<file path="src/bfa_pkg.sv">
// Shared types, constants and helpers for the bitmap first-free allocator.
`timescale 1ns / 1ps

package bfa_pkg;

  localparam int NUM_W  = 14;               // item number / limit width
  localparam int CNT_W  = 16;               // free counter width
  localparam int WORD_W = 32;               // bitmap word width
  localparam int WSEL_W = 5;                // bit select within a word
  localparam int SUM_SH = 2 * WSEL_W;       // bits covered by one summary word, log2

  localparam logic [NUM_W-1:0] BITS_IN_USE_RST = 14'd8192;

  typedef enum logic [1:0] {
    OP_ALLOC = 2'd0,
    OP_FREE  = 2'd1,
    OP_MARK  = 2'd2,
    OP_NONE  = 2'd3
  } op_t;

  typedef enum logic [2:0] {
    ST_CLEAR,
    ST_IDLE,
    ST_SUM_RD,
    ST_SUM_CHK,
    ST_WORD_CHK,
    ST_MOD_RD,
    ST_MOD_WR,
    ST_DONE
  } state_t;

  typedef struct packed {
    logic [NUM_W-1:0] number_res;
    logic             ok;
    logic [CNT_W-1:0] free_count;
  } res_t;

  // Lowest set bit: {found, index}
  function automatic logic [WSEL_W:0] first_set(input logic [WORD_W-1:0] v);
    logic [WSEL_W:0] r;
    r = '0;
    for (int i = WORD_W - 1; i >= 0; i--) begin
      if (v[i]) begin
        r = {1'b1, WSEL_W'(i)};
      end
    end
    return r;
  endfunction

endpackage

</file>
<file path="src/bfa_engine.sv">
// Request sequencer: clearing pass, two-level first-free search, bit set/clear.
`timescale 1ns / 1ps

module bfa_engine #(
  parameter int BITMAP_BYTES = 1024,
  localparam int MAP_BITS = BITMAP_BYTES * 8,
  localparam int WORDS = (MAP_BITS + bfa_pkg::WORD_W - 1) / bfa_pkg::WORD_W,
  localparam int SUMS = (WORDS + bfa_pkg::WORD_W - 1) / bfa_pkg::WORD_W,
  localparam int WA_W = (WORDS > 1) ? $clog2(WORDS) : 1,
  localparam int SA_W = (SUMS > 1) ? $clog2(SUMS) : 1
) (
  input  logic                        clk,
  input  logic                        rst,
  input  logic                        in_valid,
  output logic                        in_ready,
  input  bfa_pkg::op_t                in_op,
  input  logic [bfa_pkg::NUM_W-1:0]   in_num,
  input  logic [bfa_pkg::NUM_W-1:0]   bits_in_use,
  output logic                        res_valid,
  input  logic                        res_ready,
  output bfa_pkg::res_t               res,
  output logic                        w_we,
  output logic [WA_W-1:0]             w_waddr,
  output logic [bfa_pkg::WORD_W-1:0]  w_wdata,
  output logic [WA_W-1:0]             w_raddr,
  input  logic [bfa_pkg::WORD_W-1:0]  w_rdata,
  output logic                        s_we,
  output logic [SA_W-1:0]             s_waddr,
  output logic [bfa_pkg::WORD_W-1:0]  s_wdata,
  output logic [SA_W-1:0]             s_raddr,
  input  logic [bfa_pkg::WORD_W-1:0]  s_rdata
);

  import bfa_pkg::*;

  localparam int BI_W = WA_W + WSEL_W;
  localparam int CW = ((NUM_W > BI_W) ? NUM_W : BI_W) + 1;
  localparam logic [CW-1:0] MAP_BITS_C = CW'(MAP_BITS);
  localparam logic [WA_W:0] SUMS_C = (WA_W + 1)'(SUMS);
  localparam logic [WA_W-1:0] LAST_WORD = WA_W'(WORDS - 1);

  state_t state, state_next;

  logic [CNT_W-1:0]  cnt_free, cnt_free_next;
  logic [WA_W-1:0]   clr_cnt, clr_cnt_next;
  op_t               op_r, op_next;
  logic [NUM_W-1:0]  num_r, num_next;
  logic [SA_W:0]     s_cnt, s_cnt_next;
  logic [WSEL_W-1:0] k_r, k_next;
  logic [WA_W-1:0]   w_addr, w_addr_next;
  logic [WORD_W-1:0] sum_word, sum_word_next;
  res_t              res_r, res_next;

  // limit and search terms
  logic [CW-1:0]     bits_ext, lim, sbase, bnum, bnum_p1;
  logic [WORD_W-1:0] cand;
  logic [WSEL_W:0]   sfind, wfind;
  logic              alloc_hit;
  logic [WORD_W-1:0] alloc_word;
  logic [SA_W+WSEL_W-1:0] alloc_widx;

  // free / mark terms
  logic [CW-1:0]     num_ext, nm1, nm1_w, nm1_s;
  logic              in_map;
  logic [WSEL_W-1:0] m_k, m_j;
  logic [WORD_W-1:0] m_mask, m_word, m_sum;

  always_comb begin
    bits_ext = CW'(bits_in_use);
    lim = (bits_ext < MAP_BITS_C) ? bits_ext : MAP_BITS_C;
    sbase = CW'(s_cnt) << SUM_SH;
    for (int k = 0; k < WORD_W; k++) begin
      cand[k] = !s_rdata[k] && ((sbase + (CW'(k) << WSEL_W)) < lim);
    end
    sfind = first_set(cand);
    alloc_widx = {s_cnt[SA_W-1:0], sfind[WSEL_W-1:0]};
    wfind = first_set(~w_rdata);
    bnum = CW'({s_cnt[SA_W-1:0], k_r, wfind[WSEL_W-1:0]});
    bnum_p1 = bnum + CW'(1);
    alloc_hit = wfind[WSEL_W] && (bnum < lim);
    alloc_word = w_rdata | (WORD_W'(1) << wfind[WSEL_W-1:0]);

    num_ext = CW'(num_r);
    nm1 = num_ext - CW'(1);
    nm1_w = nm1 >> WSEL_W;
    nm1_s = nm1 >> SUM_SH;
    in_map = (num_r != '0) && (num_ext <= MAP_BITS_C);
    m_k = nm1_w[WSEL_W-1:0];
    m_j = nm1[WSEL_W-1:0];
    m_mask = WORD_W'(1) << m_j;
    m_word = (op_r == OP_FREE) ? (w_rdata & ~m_mask) : (w_rdata | m_mask);
    m_sum = s_rdata;
    m_sum[m_k] = &m_word;
  end

  always_ff @(posedge clk) begin
    if (rst) begin
      state    <= ST_CLEAR;
      cnt_free <= '0;
      clr_cnt  <= '0;
    end else begin
      state    <= state_next;
      cnt_free <= cnt_free_next;
      clr_cnt  <= clr_cnt_next;
    end
  end

  always_ff @(posedge clk) begin
    op_r     <= op_next;
    num_r    <= num_next;
    s_cnt    <= s_cnt_next;
    k_r      <= k_next;
    w_addr   <= w_addr_next;
    sum_word <= sum_word_next;
    res_r    <= res_next;
  end

  always_comb begin
    state_next    = state;
    cnt_free_next = cnt_free;
    clr_cnt_next  = clr_cnt;
    op_next       = op_r;
    num_next      = num_r;
    s_cnt_next    = s_cnt;
    k_next        = k_r;
    w_addr_next   = w_addr;
    sum_word_next = sum_word;
    res_next      = res_r;
    in_ready      = 1'b0;
    res_valid     = 1'b0;
    w_we          = 1'b0;
    w_waddr       = w_addr;
    w_wdata       = alloc_word;
    w_raddr       = nm1_w[WA_W-1:0];
    s_we          = 1'b0;
    s_waddr       = s_cnt[SA_W-1:0];
    s_wdata       = sum_word | (WORD_W'(1) << k_r);
    s_raddr       = s_cnt[SA_W-1:0];

    case (state)
      ST_CLEAR: begin
        w_we    = 1'b1;
        w_waddr = clr_cnt;
        w_wdata = '0;
        s_we    = ({1'b0, clr_cnt} < SUMS_C);
        s_waddr = clr_cnt[SA_W-1:0];
        s_wdata = '0;
        clr_cnt_next = clr_cnt + WA_W'(1);
        if (clr_cnt == LAST_WORD) begin
          state_next = ST_IDLE;
        end
      end
      ST_IDLE: begin
        in_ready = 1'b1;
        if (in_valid) begin
          op_next    = in_op;
          num_next   = in_num;
          s_cnt_next = '0;
          case (in_op)
            OP_ALLOC: state_next = ST_SUM_RD;
            OP_FREE, OP_MARK: state_next = ST_MOD_RD;
            default: begin
              res_next   = '{number_res: in_num, ok: 1'b0, free_count: cnt_free};
              state_next = ST_DONE;
            end
          endcase
        end
      end
      ST_SUM_RD: begin
        if (sbase >= lim) begin
          res_next   = '{number_res: '0, ok: 1'b0, free_count: cnt_free};
          state_next = ST_DONE;
        end else begin
          state_next = ST_SUM_CHK;
        end
      end
      ST_SUM_CHK: begin
        w_raddr = alloc_widx[WA_W-1:0];
        if (sfind[WSEL_W]) begin
          k_next        = sfind[WSEL_W-1:0];
          w_addr_next   = alloc_widx[WA_W-1:0];
          sum_word_next = s_rdata;
          state_next    = ST_WORD_CHK;
        end else begin
          s_cnt_next = s_cnt + (SA_W + 1)'(1);
          state_next = ST_SUM_RD;
        end
      end
      ST_WORD_CHK: begin
        if (alloc_hit) begin
          w_we          = 1'b1;
          s_we          = &alloc_word;
          cnt_free_next = cnt_free - CNT_W'(1);
          res_next      = '{number_res: bnum_p1[NUM_W-1:0], ok: 1'b1,
                            free_count: cnt_free - CNT_W'(1)};
        end else begin
          res_next = '{number_res: '0, ok: 1'b0, free_count: cnt_free};
        end
        state_next = ST_DONE;
      end
      ST_MOD_RD: begin
        s_raddr = nm1_s[SA_W-1:0];
        if (in_map) begin
          state_next = ST_MOD_WR;
        end else begin
          if (op_r == OP_FREE) begin
            cnt_free_next = cnt_free + CNT_W'(1);
          end
          res_next   = '{number_res: num_r, ok: 1'b0, free_count: cnt_free_next};
          state_next = ST_DONE;
        end
      end
      ST_MOD_WR: begin
        w_we    = 1'b1;
        w_waddr = nm1_w[WA_W-1:0];
        w_wdata = m_word;
        s_we    = 1'b1;
        s_waddr = nm1_s[SA_W-1:0];
        s_wdata = m_sum;
        if (op_r == OP_FREE) begin
          cnt_free_next = cnt_free + CNT_W'(1);
        end
        res_next   = '{number_res: num_r, ok: 1'b1, free_count: cnt_free_next};
        state_next = ST_DONE;
      end
      ST_DONE: begin
        res_valid = 1'b1;
        if (res_ready) begin
          state_next = ST_IDLE;
        end
      end
      default: state_next = ST_IDLE;
    endcase
  end

  assign res = res_r;

  // on allocation, a summary bit is only set for a word that has just become full
  a_sum_set_full: assert property (@(posedge clk) disable iff (rst)
    (state == ST_WORD_CHK && s_we) |-> &w_wdata)
    else $error("summary marked full for a word with a clear bit");

  a_alloc_count: assert property (@(posedge clk) disable iff (rst)
    (state == ST_WORD_CHK && alloc_hit) |=> (cnt_free == $past(cnt_free) - CNT_W'(1)))
    else $error("free counter not decremented on allocation");

  a_alloc_nonzero: assert property (@(posedge clk) disable iff (rst)
    (res_valid && res_r.ok && op_r == OP_ALLOC) |-> (res_r.number_res != '0))
    else $error("successful allocation returned number zero");

  a_no_accept_busy: assert property (@(posedge clk) disable iff (rst)
    (w_we || s_we || res_valid) |-> !in_ready)
    else $error("item accepted while the map is being written or a result waits");

endmodule

</file>
<file path="config.mk">
export PLATFORM = sky130hd
export DESIGN_NAME = bfa_engine
export DESIGN_NICKNAME = d
export VERILOG_FILES = /design/src/bfa_pkg.sv /design/src/bfa_engine.sv
export SDC_FILE = /design/constraint.sdc
export NUM_CORES = 1
export LEC_CHECK = 0
export BUFFER_PORTS_ARGS = -buffer_cell sky130_fd_sc_hd__buf_2
export CAP_MARGIN = 20
export CELL_PAD_IN_SITES_DETAIL_PLACEMENT = 0
export CELL_PAD_IN_SITES_GLOBAL_PLACEMENT = 2
export CORE_AREA = 4 4 170 213
export DETAILED_ROUTE_END_ITERATION = 10
export DIE_AREA = 0 0 174 217
export PLACE_DENSITY_LB_ADDON = 0.25
export SYNTH_ARGS = -nofsm -noshare
export SYNTH_HDL_FRONTEND = slang
export SYNTH_SLANG_ARGS = --single-unit
export TNS_END_PERCENT = 5
</file>
<file path="constraint.sdc">
create_clock -name clk -period 5 [get_ports clk]
set_clock_uncertainty 0.15 [all_clocks]
set_input_delay 0.25 -clock clk [delete_from_list [all_inputs] [get_ports clk]]
set_output_delay 0.25 -clock clk [all_outputs]
set_load 0.01 [all_outputs]
</file>
* After elaboration in Yosys (flattened, before gate mapping)
Index checks and enable logic that the tools add are counted.
** Cells by class
- Magnitude comparators :: 39
- Shift-type cells :: 3
- Eq/ne operators :: 19
- Reduce and logical (&&, ||, !) cells :: 85
- Add/sub/neg operators :: 37
- Bitwise gates (word level) :: 6
- Multiplexer cells :: 102
** Operators by type and width (count)
- less-than comparator 15 x 14 -> 1 bit :: 31
- two-way mux 6 bit :: 64
- adder 14 x 10 -> 15 bit, second input constant :: 16
- two-way mux 31 bit :: 5
- one-hot mux 31 bit (5 select lines) :: 1
- one-hot mux 32 bit (2 select lines) :: 2
- adder 14 x 9 -> 15 bit, second input constant :: 8
- OR 32 bit :: 3
- left shift 1 x 5 -> 32 bit, first input constant :: 3
- inverter 32 bit :: 2
- AND reduction 32 bit :: 2
- adder 14 x 8 -> 15 bit, second input constant :: 4
- two-way mux 16 bit :: 3
- one-hot mux 16 bit (3 select lines) :: 1
- logical AND 1 bit :: 35
- AND 32 bit :: 1
- bitwise mux 32 bit :: 1
- zero test 1 bit :: 32
- two-way mux 32 bit :: 1
- adder 14 x 7 -> 15 bit, second input constant :: 2
- one-hot mux 3 bit (7 select lines) :: 1
- two-way mux 3 bit :: 6
- adder 16 x 1 -> 16 bit, second input constant :: 1
- inequality test 2 bit, second input constant :: 8
- 41 further kinds :: 58
** Word-level totals
- Input port bits :: 98
- Logic and storage cells :: 303
- Output and inout port bits :: 121
- Flip-flop bits (word level) :: 123

* Logic depth before layout (Yosys ltp)
- Depth in word-level cells :: 38
- Mapped depth :: 17
- Gate-level depth less buffers :: 16

* Worst setup path before layout
No wires, ideal clock.
- Kind :: input port to flip-flop
- From :: in bits_in_use[13] (netlist bit)
- To :: reg k_r[0], enable pin
- Required time :: 4412 ps
- Slack :: 830 ps
- Setup time :: 438 ps
- Arrival time :: 3582 ps
- Stages :: 13
- Path through :: clkbuf_1 -> inv_1 -> clkbuf_1 -> nand2_1 -> ha_1 -> nand4_1 -> nor4_1 -> a21oi_1 -> or4_1 -> and2_1 -> nor3b_2 -> a21o_1 -> inv_1
** Between the ends
- Word-level cells in the longest chain between the ends :: 37
** RTL lines
- start: declaration :: line bfa_engine.sv:18 : input logic [bfa_pkg::NUM_W-1:0] bits_in_use,
- less-than comparator 14 bit :: line bfa_engine.sv:70 : lim = (bits_ext < MAP_BITS_C) ? bits_ext : MAP_BITS_C;
- two-way mux 14 bit * :: line bfa_engine.sv:70
- less-than comparator 15 x 14 -> 1 bit :: line bfa_engine.sv:73 : cand[k] = !s_rdata[k] && ((sbase + (CW'(k) << WSEL_W)) < lim);
- logical AND 1 bit :: line bfa_engine.sv:73
- two-way mux 6 bit (31 in a row) :: line bfa_pkg.sv:43 : if (v[i]) begin
- two-way mux 6 bit * :: line bfa_pkg.sv:43
- AND reduction 2 bit (no source line) *
- end signal: assignment :: line bfa_engine.sv:112 : k_r <= k_next;
- end: declaration :: line bfa_engine.sv:49 : logic [WSEL_W-1:0] k_r, k_next;
Every way passes the cells marked *; elsewhere a longest branch is shown, timed or not.
A chain may end at the register's enable or synchronous reset.

* Worst setup path in the final report
- From :: reg s_cnt[2]
- To :: out w_raddr[4]
** Between the ends
- Word-level cells in the longest chain between the ends :: 36
** RTL lines
- start: declaration :: line bfa_engine.sv:48 : logic [SA_W:0] s_cnt, s_cnt_next;
- start signal: assignment :: line bfa_engine.sv:111 : s_cnt <= s_cnt_next;
- adder 14 x 10 -> 15 bit :: line bfa_engine.sv:73
- less-than comparator 15 x 14 -> 1 bit :: line bfa_engine.sv:73
- logical AND 1 bit :: line bfa_engine.sv:73
- two-way mux 6 bit (31 in a row) :: line bfa_pkg.sv:43
- two-way mux 6 bit * :: line bfa_pkg.sv:43
- named net sfind[4] :: line bfa_engine.sv:57 : logic [WSEL_W:0] sfind, wfind;
- two-way mux 8 bit * :: line bfa_engine.sv:140 : case (state)
- end: declaration :: line bfa_engine.sv:25 : output logic [WA_W-1:0] w_raddr,
Mark *: on every way through the listed nets, which the timed path passes. The rest lies on a longest branch.

==> results.toml <==
[run_status]
run_status = "finished, final reports clean"

[grt]
grt_util_met3_pct = 4.00
met2_usage_in_global_routing_pct = 45.2
grt_util_all_layers_pct = 26.4
antenna_found_initial = 1
grt_pass1_vias = 12100
grt_max_degree = 41
global_route_wire_length_before_repair_mm = 77.2
gr-total-overflow = 0
top_usage_layer = "met2"
gr-usage-met1_pct = 33.6

[clocking]
cts-root-to-sink-buffers = 2
clk_slew_on_worst_s_h_paths_ns = 0.06
clk-insertion-delay-late_ns = 0.43
post_cts.resized_instances = 0
clock_tree.htree_level_count = 4
ctsRootBufferMaster = "clkbuf_16"
tritoncts = "yes"
cts_inserted_buffers = 17
clock_sinks = 118

[placed_design]
post_dp_cell_area_mm2 = 0.0124
place.detailed.hpwl_mm = 40.2
globalplace.congestion = 0.980
placement.io_buffers = 218

[yosys]
mappedNetlistNets = 1544
yosysWarningCount = 0
yosysUniqueCellTypes = 82
postSynthRegisterBits = 118
ys_dominant_reg_cell = "edfxtp_1"
synth.avg_cell_area_um2 = 7.62
synth-edff-count = 91
synthesis.area_mm2 = 0.0108
synth_cells = 1422
async_reset_ff_share_pct = 0
ys_seq_area_share_pct = 30.2

[floorplanning]
floorplan.io_pins = 219
dieWidth_um = 174
placeableCoreArea_mm2 = 0.0342
num_rows = 76
chipHeight_um = 217
die_outline_area_mm2 = 0.0378
initial_utilization_pct = 31.7

[routing]
drt_drc_violations_left = 0
number_of_drc_markers_after_the_initial_detailed_route_iteration = 1302
vias_per_cell = 6.12
drt-pass1-iter-count = 8
route.detailed.wl_per_inst_um = 25.4
ant_nets = 0
via_total_after_detailed_routing = 12700
total_wire_length_after_detailed_routing_mm = 52.6

[setup_path]
r2r_end = "sum_word[9]"
worstPathMaxFanout = 8
worstSetupEndpointType = "output port"
cp_data_arrival_time_ns = 4.32
timing.critical_path.from = "s_cnt[2]"
timing.critical_path.required_ns = 4.60
rrSetupSlack_ns = 0.50
type_of_element_launching_the_critical_path = "flop"
timing.rr.start = "s_cnt[2]"
timing.setup.critical_path_class = "flop to output port"
reg2reg_depth = 10

[timing]
totalNegativeSetupSlack_ns = 0
relSlewSlack_pct = 37.0
period_share_pct = 94.5
minimum_clock_period_ns = 4.72
fmax_mhz = 212
total_count_of_max_transition_violations_in_the_final_report = 0
final-hold-violation-count = 0
grt_setup_unrepaired = "false"
tightest_slew_ns = 0.939
timing.final.setup_violations = 0
hold_slack_ns = 0.000294

[pwr]
static-leakage-power_nw = 5.12
power_per_cell_area_mw_per_mm2 = 202
peakVddDrop_mv = 0.216

[min_path]
hold-path-cell-count = 1
hold_end = "sum_word[19]"
min_path_type = "primary input to flop"
min_from = "s_rdata[19]"

[final_layout]
final_net_count = 1755
synthToLayoutAreaGrowth_pct = 24.2
drive_gt1_share_pct = 19.8
design_area_mm2 = 0.0135

[run]
maxCapViolCount = 0
[where the power goes]
part,internal (mW),switching [mW],total (mW)
sequential,1.05,0.00335,1.06
clock,0.822,0.463,1.29
combinational,0.138,0.243,0.382
[final cells by class]
cell class	count	area [µm²]
diodes	1	2.50
fillers	3598	20800
clock inverters	12	160
repair buffers	313	1930
multi-input cells	1154	7010
well taps	429	537
clock buffers	19	433
flip-flops and latches	118	3270
inverters	29	109
[through the flow]
| stage | std cells | utilization, % | total power, mW | setup slack [ns] |
|---|---|---|---|---|
| 2_1_floorplan | 1422 | - | 1.26 | 0.830 |
| 3_3_place_gp | 1996 | 36.2 | 1.43 | 0.632 |
| 3_5_place_dp | 1996 | 36.2 | 1.42 | 0.500 |
| 4_1_cts | 2074 | 39.3 | 2.72 | 0.337 |
| 5_1_grt | 2075 | 39.3 | 2.80 | 0.0415 |
| 6_report | 2075 | 39.3 | 2.72 | 0.276 |
[logic make-up (layout without fill, tap and decap cells)]
family	count (synthesis)	after routing	synth area share [%]
XOR/XNOR	33	33	2.67
other	0	1	0
multiplexers	23	23	2.16
AO/OA/AOI/OAI	501	501	30.2
AND/OR/NAND/NOR	573	573	26.7
buffers and inverters	150	373	5.24
flip-flops	118	118	30.2
adder cells (fa/ha/maj)	24	24	2.77
[cell usage after synthesis (all sizes together), types with 5 or more instances]
cell	n	area, µm²
a211o	6	52.6
a211oi	13	97.6
a21o	16	120
a21oi	117	586
a221o	5	50.1
a22oi	25	188
a311o	5	50.1
a31oi	29	181
a32oi	6	52.6
a41oi	5	43.8
and2	12	76.3
and3	14	87.6
and4	11	96.3
buf	13	52.6
clkbuf	108	407
dfxtp	27	541
edfxtp	91	2730
ha	24	300
inv	29	109
mux2i	20	200
nand2	158	593
nand2b	13	81.3
nand3	64	320
nand3b	5	37.5
nand4	23	144
nor2	122	458
nor2b	24	150
nor3	43	220
nor3b	13	103
nor4	23	144
nor4b	6	67.6
o211ai	42	315
o21a	10	75.1
o21ai	120	601
o22ai	28	175
o311ai	9	86.3
o31ai	14	105
o41ai	9	116
or2	11	68.8
or3	12	80.1
or4	11	82.6
xnor2	15	131
xor2	18	158
[critical path, cell delays in order, from the launching register on]
cell      delay [ns]
edfxtp_1        0.60
ha_1            0.49
nand4_1         0.32
nor4_1          0.69
a21oi_1         0.21
or4_1           0.58
and2_1          0.19
nor3b_2         0.28
nor3_1          0.15
o21a_1          0.24
buf_2           0.15
[per-layer routing]
layer	wire [µm]	vias up
li1	-	5863
met5	0	-
met1	21400	6071
met3	3590	113
met4	2350	0
met2	25300	653
[registers in the layout, indices dropped and copies added, names as in the netlist]
signal	count
res	31
num_r	14
s_cnt	4
k_r	4
clr_cnt	8
state	3
sum_word	32
op_r	2
w_addr	4
cnt_free	16
[timing repair]
| item | 4_1_cts | 5_1_grt |
|---|---|---|
| hold endpoints to repair | 48 | 0 |
| hold buffers | 47 | 0 |
| setup buffers | 0 | 0 |
[worst max path at each step]
stage                    to  slack (ns)
6_report         w_raddr[4]        0.28
2_1_floorplan        k_r[0]        0.83
3_3_place_gp           s_we        0.63
4_1_cts          w_raddr[4]        0.34
5_1_grt          w_raddr[4]        0.04
3_5_place_dp   sum_word[19]        0.50
[layout by cell type (no fill, tap or decap), types with 25 or more instances in the layout]
master	instances
nor2_1	120
dfxtp_1	27
inv_1	28
edfxtp_1	91
nor3_1	40
o22ai_1	28
o211ai_1	42
a21oi_1	117
nand3_1	64
o21ai_0	109
buf_2	218
nand2_1	158
buf_4	47
a22oi_1	25
a31oi_1	29
dlygate4sd3_1	47
Note: power is estimated with default switching activity, not from simulation.
